## src/design/abec_pkg.sv

```systemverilog
// ----------------------------------------------------------------------------
// abec_pkg
// Shared types and codes for the access button and tag enrollment controller.
// ----------------------------------------------------------------------------
package abec_pkg;

   // modes reported with each tick
   localparam logic [1:0] MODE_IDLE   = 2'd0;
   localparam logic [1:0] MODE_DOOR   = 2'd1;
   localparam logic [1:0] MODE_HOLD   = 2'd2;
   localparam logic [1:0] MODE_ENROLL = 2'd3;

   // event codes
   localparam logic [2:0] EV_NONE    = 3'd0;
   localparam logic [2:0] EV_DOOR    = 3'd1;
   localparam logic [2:0] EV_ENROLL  = 3'd2;
   localparam logic [2:0] EV_SAVED   = 3'd3;
   localparam logic [2:0] EV_DUP     = 3'd4;
   localparam logic [2:0] EV_FULL    = 3'd5;
   localparam logic [2:0] EV_TIMEOUT = 3'd6;

   // configuration register indexes
   localparam int unsigned CSR_IDX_W  = 2;
   localparam int unsigned CSR_DATA_W = 12;
   localparam logic [CSR_IDX_W-1:0] CSR_LONG_HOLD   = 2'd0;
   localparam logic [CSR_IDX_W-1:0] CSR_SHORT_PRESS = 2'd1;
   localparam logic [CSR_IDX_W-1:0] CSR_ENROLL_WIN  = 2'd2;
   localparam logic [CSR_IDX_W-1:0] CSR_DOOR_OPEN   = 2'd3;

   // field widths
   localparam int unsigned HOLD_W  = 10;
   localparam int unsigned PHASE_W = 12;
   localparam int unsigned TAG_W   = 32;
   localparam int unsigned REQ_W   = 40;   // 34 bits of fields padded to bytes
   localparam int unsigned RSP_W   = 8;    // 7 bits of fields padded to bytes

   // entry 0 of the tag table, fixed at reset and never overwritten
   localparam logic [TAG_W-1:0] TAG_MASTER = 32'hDEADBEEF;

   typedef struct packed {
      logic load_in;     // latch the accepted request
      logic srch_start;  // clear search index and duplicate flag
      logic srch_rd;     // read table entry at search index
      logic srch_cmp;    // compare read entry, advance index
      logic commit;      // update state and load the result register
   } cmd_type;

   typedef struct packed {
      logic need_search; // enroll attempt with room left in the table
      logic srch_match;  // entry under compare equals the tag
      logic srch_last;   // entry under compare is the last filled one
      logic rsp_free;    // result register may be loaded this cycle
   } status_type;

endpackage

```

## src/design/abec_ctrl.sv

```systemverilog
// ----------------------------------------------------------------------------
// abec_ctrl
// Sequencer: takes a request, runs the duplicate search when enrolling and
// commits the tick once the result register is free.
// ----------------------------------------------------------------------------
module abec_ctrl (
   input  logic                clock,
   input  logic                reset,
   input  logic                req_tvalid,
   output logic                req_tready,
   input  abec_pkg::status_type sts,
   output abec_pkg::cmd_type    cmd
);
   import abec_pkg::*;

   localparam logic [2:0] S_IDLE   = 3'd0;
   localparam logic [2:0] S_EVAL   = 3'd1;
   localparam logic [2:0] S_READ   = 3'd2;
   localparam logic [2:0] S_CMP    = 3'd3;
   localparam logic [2:0] S_COMMIT = 3'd4;

   logic [2:0] state_ff;
   logic [2:0] state_in;

   assign req_tready = (state_ff == S_IDLE) && !reset;

   always_comb begin
      state_in       = state_ff;
      cmd            = '0;
      unique case (state_ff)
         S_IDLE: begin
            if (req_tvalid) begin
               cmd.load_in = 1'b1;
               state_in    = S_EVAL;
            end
         end
         S_EVAL: begin
            cmd.srch_start = 1'b1;
            state_in       = sts.need_search ? S_READ : S_COMMIT;
         end
         S_READ: begin
            cmd.srch_rd = 1'b1;
            state_in    = S_CMP;
         end
         S_CMP: begin
            cmd.srch_cmp = 1'b1;
            state_in     = (sts.srch_match || sts.srch_last) ? S_COMMIT : S_READ;
         end
         S_COMMIT: begin
            if (sts.rsp_free) begin
               cmd.commit = 1'b1;
               state_in   = S_IDLE;
            end
         end
         default: state_in = S_IDLE;
      endcase
   end

   always_ff @(posedge clock) begin
      if (reset) begin
         state_ff <= S_IDLE;
      end else begin
         state_ff <= state_in;
      end
   end

   a_cmp_after_read: assert property (@(posedge clock) disable iff (reset)
      cmd.srch_cmp |-> $past(cmd.srch_rd))
      else $error("compare without a preceding table read");

   a_commit_when_free: assert property (@(posedge clock) disable iff (reset)
      cmd.commit |-> sts.rsp_free)
      else $error("commit while result register occupied");

   a_one_hot_cmd: assert property (@(posedge clock) disable iff (reset)
      $onehot0(cmd))
      else $error("more than one datapath command at once");

endmodule

```

## src/design/abec_datapath.sv

```systemverilog
// ----------------------------------------------------------------------------
// abec_datapath
// Configuration, tick state, tag table with its search, and result register.
// ----------------------------------------------------------------------------
module abec_datapath #(
   parameter int unsigned TAG_ENTRIES = 8
) (
   input  logic                                 clock,
   input  logic                                 reset,
   input  logic                                 csr_valid,
   input  logic [abec_pkg::CSR_IDX_W-1:0]       csr_index,
   input  logic [abec_pkg::CSR_DATA_W-1:0]      csr_data,
   input  logic [abec_pkg::REQ_W-1:0]           req_tdata,
   output logic                                 rsp_tvalid,
   input  logic                                 rsp_tready,
   output logic [abec_pkg::RSP_W-1:0]           rsp_tdata,
   input  abec_pkg::cmd_type                    cmd,
   output abec_pkg::status_type                 sts
);
   import abec_pkg::*;

   localparam int unsigned IDX_W = (TAG_ENTRIES > 1) ? $clog2(TAG_ENTRIES) : 1;
   localparam int unsigned CNT_W = $clog2(TAG_ENTRIES + 1);
   localparam logic [CNT_W-1:0] CNT_MAX = CNT_W'(TAG_ENTRIES);
   localparam logic [HOLD_W-1:0] HOLD_SAT = '1;

   // configuration
   logic [HOLD_W-1:0]  long_hold_ff, short_press_ff, door_open_ff;
   logic [PHASE_W-1:0] enroll_win_ff;

   // tick state
   logic [1:0]         mode_ff, mode_in;
   logic [HOLD_W-1:0]  hold_ff, hold_in;
   logic [PHASE_W-1:0] phase_ff, phase_in;
   logic               lamp_ff, lamp_in;
   logic [CNT_W-1:0]   count_ff;

   // latched request
   logic               door_ff, lamp_btn_ff;
   logic [TAG_W-1:0]   tag_ff;

   // search
   logic [TAG_W-1:0]   table_mem [TAG_ENTRIES];
   logic [TAG_W-1:0]   rd_ff;
   logic [IDX_W-1:0]   idx_ff;
   logic               dup_ff;
   logic [TAG_W-1:0]   cmp_entry;

   // result register
   logic               rsp_valid_ff;
   logic               rsp_door_ff, rsp_lamp_ff;
   logic [1:0]         rsp_mode_ff;
   logic [2:0]         rsp_ev_ff;

   logic               door_out;
   logic [2:0]         ev;
   logic               do_save;
   logic               full;
   logic [HOLD_W-1:0]  hold_inc;

   always_ff @(posedge clock) begin
      if (reset) begin
         long_hold_ff   <= HOLD_W'(300);
         short_press_ff <= HOLD_W'(50);
         enroll_win_ff  <= PHASE_W'(1000);
         door_open_ff   <= HOLD_W'(300);
      end else if (csr_valid) begin
         unique case (csr_index)
            CSR_LONG_HOLD:   long_hold_ff   <= csr_data[HOLD_W-1:0];
            CSR_SHORT_PRESS: short_press_ff <= csr_data[HOLD_W-1:0];
            CSR_ENROLL_WIN:  enroll_win_ff  <= csr_data[PHASE_W-1:0];
            CSR_DOOR_OPEN:   door_open_ff   <= csr_data[HOLD_W-1:0];
            default: ;
         endcase
      end
   end

   always_ff @(posedge clock) begin
      if (cmd.load_in) begin
         door_ff     <= req_tdata[0];
         lamp_btn_ff <= req_tdata[1];
         tag_ff      <= req_tdata[TAG_W+1:2];
      end
   end

   assign full = (count_ff >= CNT_MAX);

   // entry 0 holds the master tag for good, so it is never taken from memory
   assign cmp_entry = (idx_ff == '0) ? TAG_MASTER : rd_ff;

   always_ff @(posedge clock) begin
      if (cmd.srch_rd) begin
         rd_ff <= table_mem[idx_ff];
      end
      if (do_save) begin
         table_mem[count_ff[IDX_W-1:0]] <= tag_ff;
      end
   end

   always_ff @(posedge clock) begin
      if (cmd.srch_start) begin
         idx_ff <= '0;
         dup_ff <= 1'b0;
      end else if (cmd.srch_cmp) begin
         idx_ff <= idx_ff + IDX_W'(1);
         if (cmp_entry == tag_ff) begin
            dup_ff <= 1'b1;
         end
      end
   end

   assign sts.need_search = (mode_ff == MODE_ENROLL) && door_ff && !full;
   assign sts.srch_match  = (cmp_entry == tag_ff);
   assign sts.srch_last   = ((CNT_W'(idx_ff) + CNT_W'(1)) == count_ff);
   assign sts.rsp_free    = !rsp_valid_ff || rsp_tready;

   assign hold_inc = (hold_ff != HOLD_SAT) ? hold_ff + HOLD_W'(1) : hold_ff;

   // one tick of the button logic, evaluated on the latched request
   always_comb begin
      mode_in  = mode_ff;
      hold_in  = hold_ff;
      phase_in = phase_ff;
      lamp_in  = lamp_ff;
      door_out = 1'b0;
      ev       = EV_NONE;
      do_save  = 1'b0;
      case (mode_ff)
         MODE_IDLE: begin
            if (door_ff) begin
               mode_in  = MODE_DOOR;
               phase_in = (door_open_ff != '0) ?
                          PHASE_W'(door_open_ff - HOLD_W'(1)) : '0;
               door_out = 1'b1;
               ev       = EV_DOOR;
            end else if (lamp_btn_ff) begin
               hold_in = hold_inc;
               if (hold_inc > long_hold_ff) begin
                  mode_in = MODE_HOLD;
                  ev      = EV_ENROLL;
               end
            end else begin
               if ((hold_ff != '0) && (hold_ff < short_press_ff)) begin
                  lamp_in = !lamp_ff;
               end
               hold_in = '0;
            end
         end
         MODE_DOOR: begin
            if (phase_ff != '0) begin
               phase_in = phase_ff - PHASE_W'(1);
               door_out = 1'b1;
            end else if (!door_ff) begin
               mode_in = MODE_IDLE;
            end
         end
         MODE_HOLD: begin
            if (!lamp_btn_ff) begin
               mode_in  = MODE_ENROLL;
               phase_in = enroll_win_ff;
            end
         end
         default: begin
            if (door_ff) begin
               mode_in = MODE_IDLE;
               hold_in = '0;
               if (full) begin
                  ev = EV_FULL;
               end else if (dup_ff) begin
                  ev = EV_DUP;
               end else begin
                  ev      = EV_SAVED;
                  do_save = cmd.commit;
               end
            end else if (phase_ff <= PHASE_W'(1)) begin
               phase_in = '0;
               ev       = EV_TIMEOUT;
               mode_in  = MODE_IDLE;
               hold_in  = '0;
            end else begin
               phase_in = phase_ff - PHASE_W'(1);
            end
         end
      endcase
   end

   always_ff @(posedge clock) begin
      if (reset) begin
         mode_ff  <= MODE_IDLE;
         hold_ff  <= '0;
         phase_ff <= '0;
         lamp_ff  <= 1'b1;
         count_ff <= CNT_W'(1);
      end else if (cmd.commit) begin
         mode_ff  <= mode_in;
         hold_ff  <= hold_in;
         phase_ff <= phase_in;
         lamp_ff  <= lamp_in;
         if (do_save) begin
            count_ff <= count_ff + CNT_W'(1);
         end
      end
   end

   always_ff @(posedge clock) begin
      if (reset) begin
         rsp_valid_ff <= 1'b0;
      end else if (cmd.commit) begin
         rsp_valid_ff <= 1'b1;
      end else if (rsp_tready) begin
         rsp_valid_ff <= 1'b0;
      end
   end

   always_ff @(posedge clock) begin
      if (cmd.commit) begin
         rsp_door_ff <= door_out;
         rsp_lamp_ff <= lamp_in;
         rsp_mode_ff <= mode_in;
         rsp_ev_ff   <= ev;
      end
   end

   assign rsp_tvalid = rsp_valid_ff;
   assign rsp_tdata  = {1'b0, rsp_ev_ff, rsp_mode_ff, rsp_lamp_ff, rsp_door_ff};

   a_count_range: assert property (@(posedge clock) disable iff (reset)
      (count_ff != '0) && (count_ff <= CNT_MAX))
      else $error("tag count out of range");

   a_door_in_door_mode: assert property (@(posedge clock) disable iff (reset)
      (rsp_valid_ff && rsp_door_ff) |-> (rsp_mode_ff == MODE_DOOR))
      else $error("door relay active outside door mode");

   a_save_grows_count: assert property (@(posedge clock) disable iff (reset)
      do_save |=> (count_ff == $past(count_ff) + CNT_W'(1)))
      else $error("saved tag did not advance the count");

endmodule

```

## src/design/access_button_enroll_controller.sv

```systemverilog
// ----------------------------------------------------------------------------
// access_button_enroll_controller
// Door pulse, lamp toggle and tag enrollment, stepped once per request.
//
//   channel  direction  contents
//   req_     in         door_pressed, lamp_pressed, tag_id
//   rsp_     out        door_active, lamp_level, mode, event_res
//   csr_     in         register index and write data
//
// A request passes through evaluation and commit after acceptance; an enrollment
// attempt with room in the table also searches the filled entries, reading
// one entry at a time (read, then compare) through the single memory read port.
// Reset is synchronous; afterwards the block accepts requests at once.
// A new request is taken while the previous result waits; a stalled result
// holds the commit of the next one, and req_tready stays low meanwhile.
// ----------------------------------------------------------------------------
module access_button_enroll_controller #(
   parameter int unsigned TAG_ENTRIES = 8
) (
   input  logic                             clock,
   input  logic                             reset,
   input  logic                             req_tvalid,
   output logic                             req_tready,
   // [0] door_pressed, [1] lamp_pressed, [33:2] tag_id
   input  logic [abec_pkg::REQ_W-1:0]       req_tdata,
   output logic                             rsp_tvalid,
   input  logic                             rsp_tready,
   // [0] door_active, [1] lamp_level, [3:2] mode, [6:4] event_res
   output logic [abec_pkg::RSP_W-1:0]       rsp_tdata,
   input  logic                             csr_valid,
   output logic                             csr_ready,
   input  logic [abec_pkg::CSR_IDX_W-1:0]   csr_index,
   input  logic [abec_pkg::CSR_DATA_W-1:0]  csr_data
);
   import abec_pkg::*;

   cmd_type    cmd;
   status_type sts;

   assign csr_ready = !reset;

   abec_ctrl u_ctrl (
      .clock      (clock),
      .reset      (reset),
      .req_tvalid (req_tvalid),
      .req_tready (req_tready),
      .sts        (sts),
      .cmd        (cmd)
   );

   abec_datapath #(
      .TAG_ENTRIES (TAG_ENTRIES)
   ) u_datapath (
      .clock      (clock),
      .reset      (reset),
      .csr_valid  (csr_valid),
      .csr_index  (csr_index),
      .csr_data   (csr_data),
      .req_tdata  (req_tdata),
      .rsp_tvalid (rsp_tvalid),
      .rsp_tready (rsp_tready),
      .rsp_tdata  (rsp_tdata),
      .cmd        (cmd),
      .sts        (sts)
   );

endmodule

```

## config.mk

```make
export PLATFORM = sky130hd
export DESIGN_NAME = access_button_enroll_controller
export DESIGN_NICKNAME = d
export VERILOG_FILES = /design/src/design/abec_pkg.sv /design/src/design/abec_ctrl.sv /design/src/design/abec_datapath.sv /design/src/design/access_button_enroll_controller.sv
export SDC_FILE = /design/constraint.sdc
export NUM_CORES = 1
export LEC_CHECK = 0
export ABC_AREA = 1
export BUFFER_PORTS_ARGS = -buffer_cell sky130_fd_sc_hd__buf_4
export CAP_MARGIN = 20
export CORE_UTILIZATION = 50
export CTS_CLUSTER_SIZE = 14
export DETAILED_ROUTE_END_ITERATION = 10
export GPL_TIMING_DRIVEN = 1
export PLACE_DENSITY = 0.67
export SLEW_MARGIN = 10
export SYNTH_ARGS = -nofsm -noshare
export SYNTH_HDL_FRONTEND = slang
export SYNTH_SLANG_ARGS = --single-unit
export TNS_END_PERCENT = 1
```

## constraint.sdc

```tcl
create_clock -name clock -period 9.2 [get_ports clock]
set_clock_uncertainty 0.05 [all_clocks]
set_input_delay 0 -clock clock [delete_from_list [all_inputs] [get_ports clock]]
set_output_delay 0 -clock clock [all_outputs]
set_load 0.02 [all_outputs]
```

==> impl_metrics.ini <==
[logic_synthesis]
synth_xor_area_frac = 0.01302
synth-main-ff-cell = edfxtp_1
yosysTopAreaCell = edfxtp_1
synth_common_cells = edfxtp_1 (329), nor2_1 (306), nand2_1 (234)
synth_top_family_by_area = simple AND/OR/NAND/NOR gates
ys_types = 42
synth_area_leaders = edfxtp_1 (56%), dfxtp_1 (9.0%), nor2_1 (6.6%)
ys_ff_latch = 408
synthMuxAreaShare = 0
ys_warn_count = 0
synth_area_sq_um = 17500
yosysMostFrequentCell = edfxtp_1
synth_edf_count = 329
synth_compound_area_frac = 0.1114
synth.avg_cell_area_sq_um = 10.45
yosysTopAreaCellShare = 0.5647
synthSimpleGateAreaFrac = 0.1501
netlist_instances = 1674
yosys.area_share.adder = 0.02360
yosysSeqAreaShare = 0.6551
async_reset_ff_frac = 0
synth_nets = 1766

[route]
drtAntennaViolNets = 0
wirelength_mm = 39.05
viasPerCell = 5.397
drcViolationCount = 0
drt_iter0_drc = 953
routedWlPerCell_um = 17.26
first_pass_iters = 7
vias = 12213

[placed_design]
dpl.hpwl_mm = 20.97
routabilityCongestion = 0.8576
portBuffers = 62

[sta]
fin_crit_sh = 0.4399
setup_tns_ns = 0
holdWs_ns = 0.1190
rsz0062_at_grt = no
fin_crit_ns = 4.047
tightest_slew_ns = 0.9274
slew_violations = 0
finalHoldViolCount = 0
fmax_ghz = 0.2471
setup_violations = 0
slew-limit-headroom = 0.3776

[critical_path]
end_kind = flop
crit_arrival_ns = 4.49
crit_buf_inv = 2
worstPathRequired_ns = 9.64
r2r_slack_ns = 5.15
path_common_cell = nand2_1
cp_slowest_cell = clkinv_2
critPathMaxFanout = 64
criticalPathCategory = flop to flop
slowest_delay_ns = 0.81
r2r_cells = 15
path_cells = clkinv_2, ha_1, nand2_4, nand3b_1, nand2_1, nand2_1, nor2_1, nand2_1, nor2_1, nand2_1, nand2_1, nand2_1, nand3_1, nand2_1, inv_1
r2r_start = u_datapath.idx_ff[0]
critPathTopFamily = simple AND/OR/NAND/NOR gates
reg2reg_to = u_ctrl.state_ff[2]
start_kind = flop

[worst_hold_path]
min_from = req_tdata[20]
hold_class = primary input to flop
holdPathStages = 2
whs_endpoint = u_datapath.tag_ff[18]

[floorplan]
die_h_um = 189.1
start_util = 0.5077
core_sq_um = 34460
die_area_sq_um = 35740
row_count = 68
pin_count = 70
die_w_um = 189.1

[clocking]
numCtsBuffers = 43
clk_path_buf_depth = 3
htree_levels = 2
cts_num_sinks = 408
clk_pin_slew_ns = 0.06
clockRootBuffer = clkbuf_16
clock_latency_ns = 0.55
cts_tree = yes

[power]
power.static_leakage_uw = 0.007764
power_uw = 3982
power_density_nw_per_um2 = 195.0
peakVddDrop_mv = 0.1749

[final_layout]
diodes = 0
nFillCells = 2837
layout-drive-gt1-share = 0.09015
area_growth_pct = 16.70
fin_nets = 1872

[global_routing]
overflow = 0
grt_max_degree = 88
grt_pass1_vias = 11414
grt_pass1_wl_mm = 61.35
antenna_found_initial = 0
grt_use_total = 0.2201

[run]
cap_violations = 0

[run_status]
status = completed
## flip-flops by register name, summed over array words and instances, names as in the netlist, 3 cells and up
name / cells
u_datapath.rsp_ev_ff: 3
u_datapath.table_mem: 256
u_datapath.long_hold_ff: 10
u_datapath.hold_ff: 10
u_datapath.short_press_ff: 10
u_datapath.count_ff: 4
u_datapath.phase_ff: 12
u_datapath.enroll_win_ff: 12
u_datapath.idx_ff: 3
u_datapath.tag_ff: 32
u_ctrl.state_ff: 3
u_datapath.rd_ff: 32
u_datapath.door_open_ff: 10
## per-layer routing
metal / wire length (um) / GRT usage
met5: 0 / 0
met4: 850 / 0.06979
met3: 2029 / 0.02873
met2: 18270 / 0.3525
met1: 17900 / 0.3125
## stage by stage
| step | utilization | cells | instance area [sq um] | worst slack [ns] |
|---|---|---|---|---|
| floorplan | - | 1674 | 17500 | 5.142 |
| global placement | 0.5337 | 2130 | 18390 | 5.309 |
| detailed placement | 0.5337 | 2130 | 18390 | 5.237 |
| CTS | 0.5925 | 2263 | 20420 | 5.194 |
| global route | 0.5925 | 2263 | 20420 | 4.838 |
| finish | 0.5925 | 2263 | 20420 | 5.153 |
## repair_timing
| action | 4_1_cts | 5_1_grt |
|---|---|---|
| hold buffers | 60 | 0 |
| resized for setup | 0 | 0 |
| endpoints found under the hold margin | 101 | 0 |
| buffers inserted | 0 | 0 |
## cell usage in the layout, fill, tap and decap left out, types with 2 or more instances in the layout
cell type | synthesis | routed
a211oi_1 | 2 | 2
a21oi_1 | 70 | 70
a31oi_1 | 32 | 32
and3_1 | 2 | 2
buf_4 | 3 | 79
bufinv_16 | 0 | 7
clkbuf_1 | 57 | 7
clkbuf_16 | 0 | 44
clkinv_1 | 1 | 7
clkinv_2 | 0 | 6
dfxtp_1 | 79 | 77
dlygate4sd3_1 | 0 | 60
edfxtp_1 | 329 | 329
ha_1 | 33 | 33
inv_1 | 124 | 122
inv_2 | 3 | 4
inv_6 | 0 | 2
nand2_1 | 234 | 234
nand3_1 | 45 | 45
nand3b_1 | 24 | 24
nand4_1 | 7 | 7
nor2_1 | 306 | 302
nor2_4 | 0 | 4
nor3_1 | 15 | 9
nor3_2 | 2 | 8
o211ai_1 | 10 | 10
o21a_1 | 2 | 2
o21ai_0 | 197 | 197
o221ai_1 | 2 | 2
o22ai_1 | 37 | 37
or2_2 | 2 | 2
xnor2_1 | 8 | 8
xor2_1 | 18 | 18
## kinds of logic after synthesis
kind of cell,after synthesis
simple gates,641
flops,408
compound gates,359
buf+inv,206
fa+ha+maj,33
xor+xnor,26
other cells,1
## power by group
part           internal, uW  switching [uW]
sequential             2020            31.3
clock                  1070             694
combinational          73.2            94.3
## how the worst max path moves through the flow
stage | from | endpoint | slack, ns | cells past startpoint
3_5_place_dp | u_datapath.idx_ff[0] | u_ctrl.state_ff[2] | 5.24 | 15
6_report | u_datapath.idx_ff[0] | u_ctrl.state_ff[2] | 5.15 | 15
4_1_cts | u_datapath.idx_ff[0] | u_ctrl.state_ff[2] | 5.19 | 15
2_1_floorplan | u_ctrl.state_ff[0] | u_datapath.table_mem[0][0] | 5.14 | 7
5_1_grt | u_datapath.idx_ff[0] | u_ctrl.state_ff[2] | 4.84 | 15
3_3_place_gp | u_datapath.idx_ff[0] | u_ctrl.state_ff[2] | 5.31 | 15
## layout make-up
cell class	instances	area (sq um)	area share
sequential	408	11470	0.5616
multi-input combinational	1060	5280	0.2586
timing repair buffer	139	1194	0.05846
clock buffer	51	1127	0.05521
tap	455	569.3	0.02788
inverter	128	481.7	0.02359
clock inverter	22	299.0	0.01465
Power figures use the tool's default switching activity.
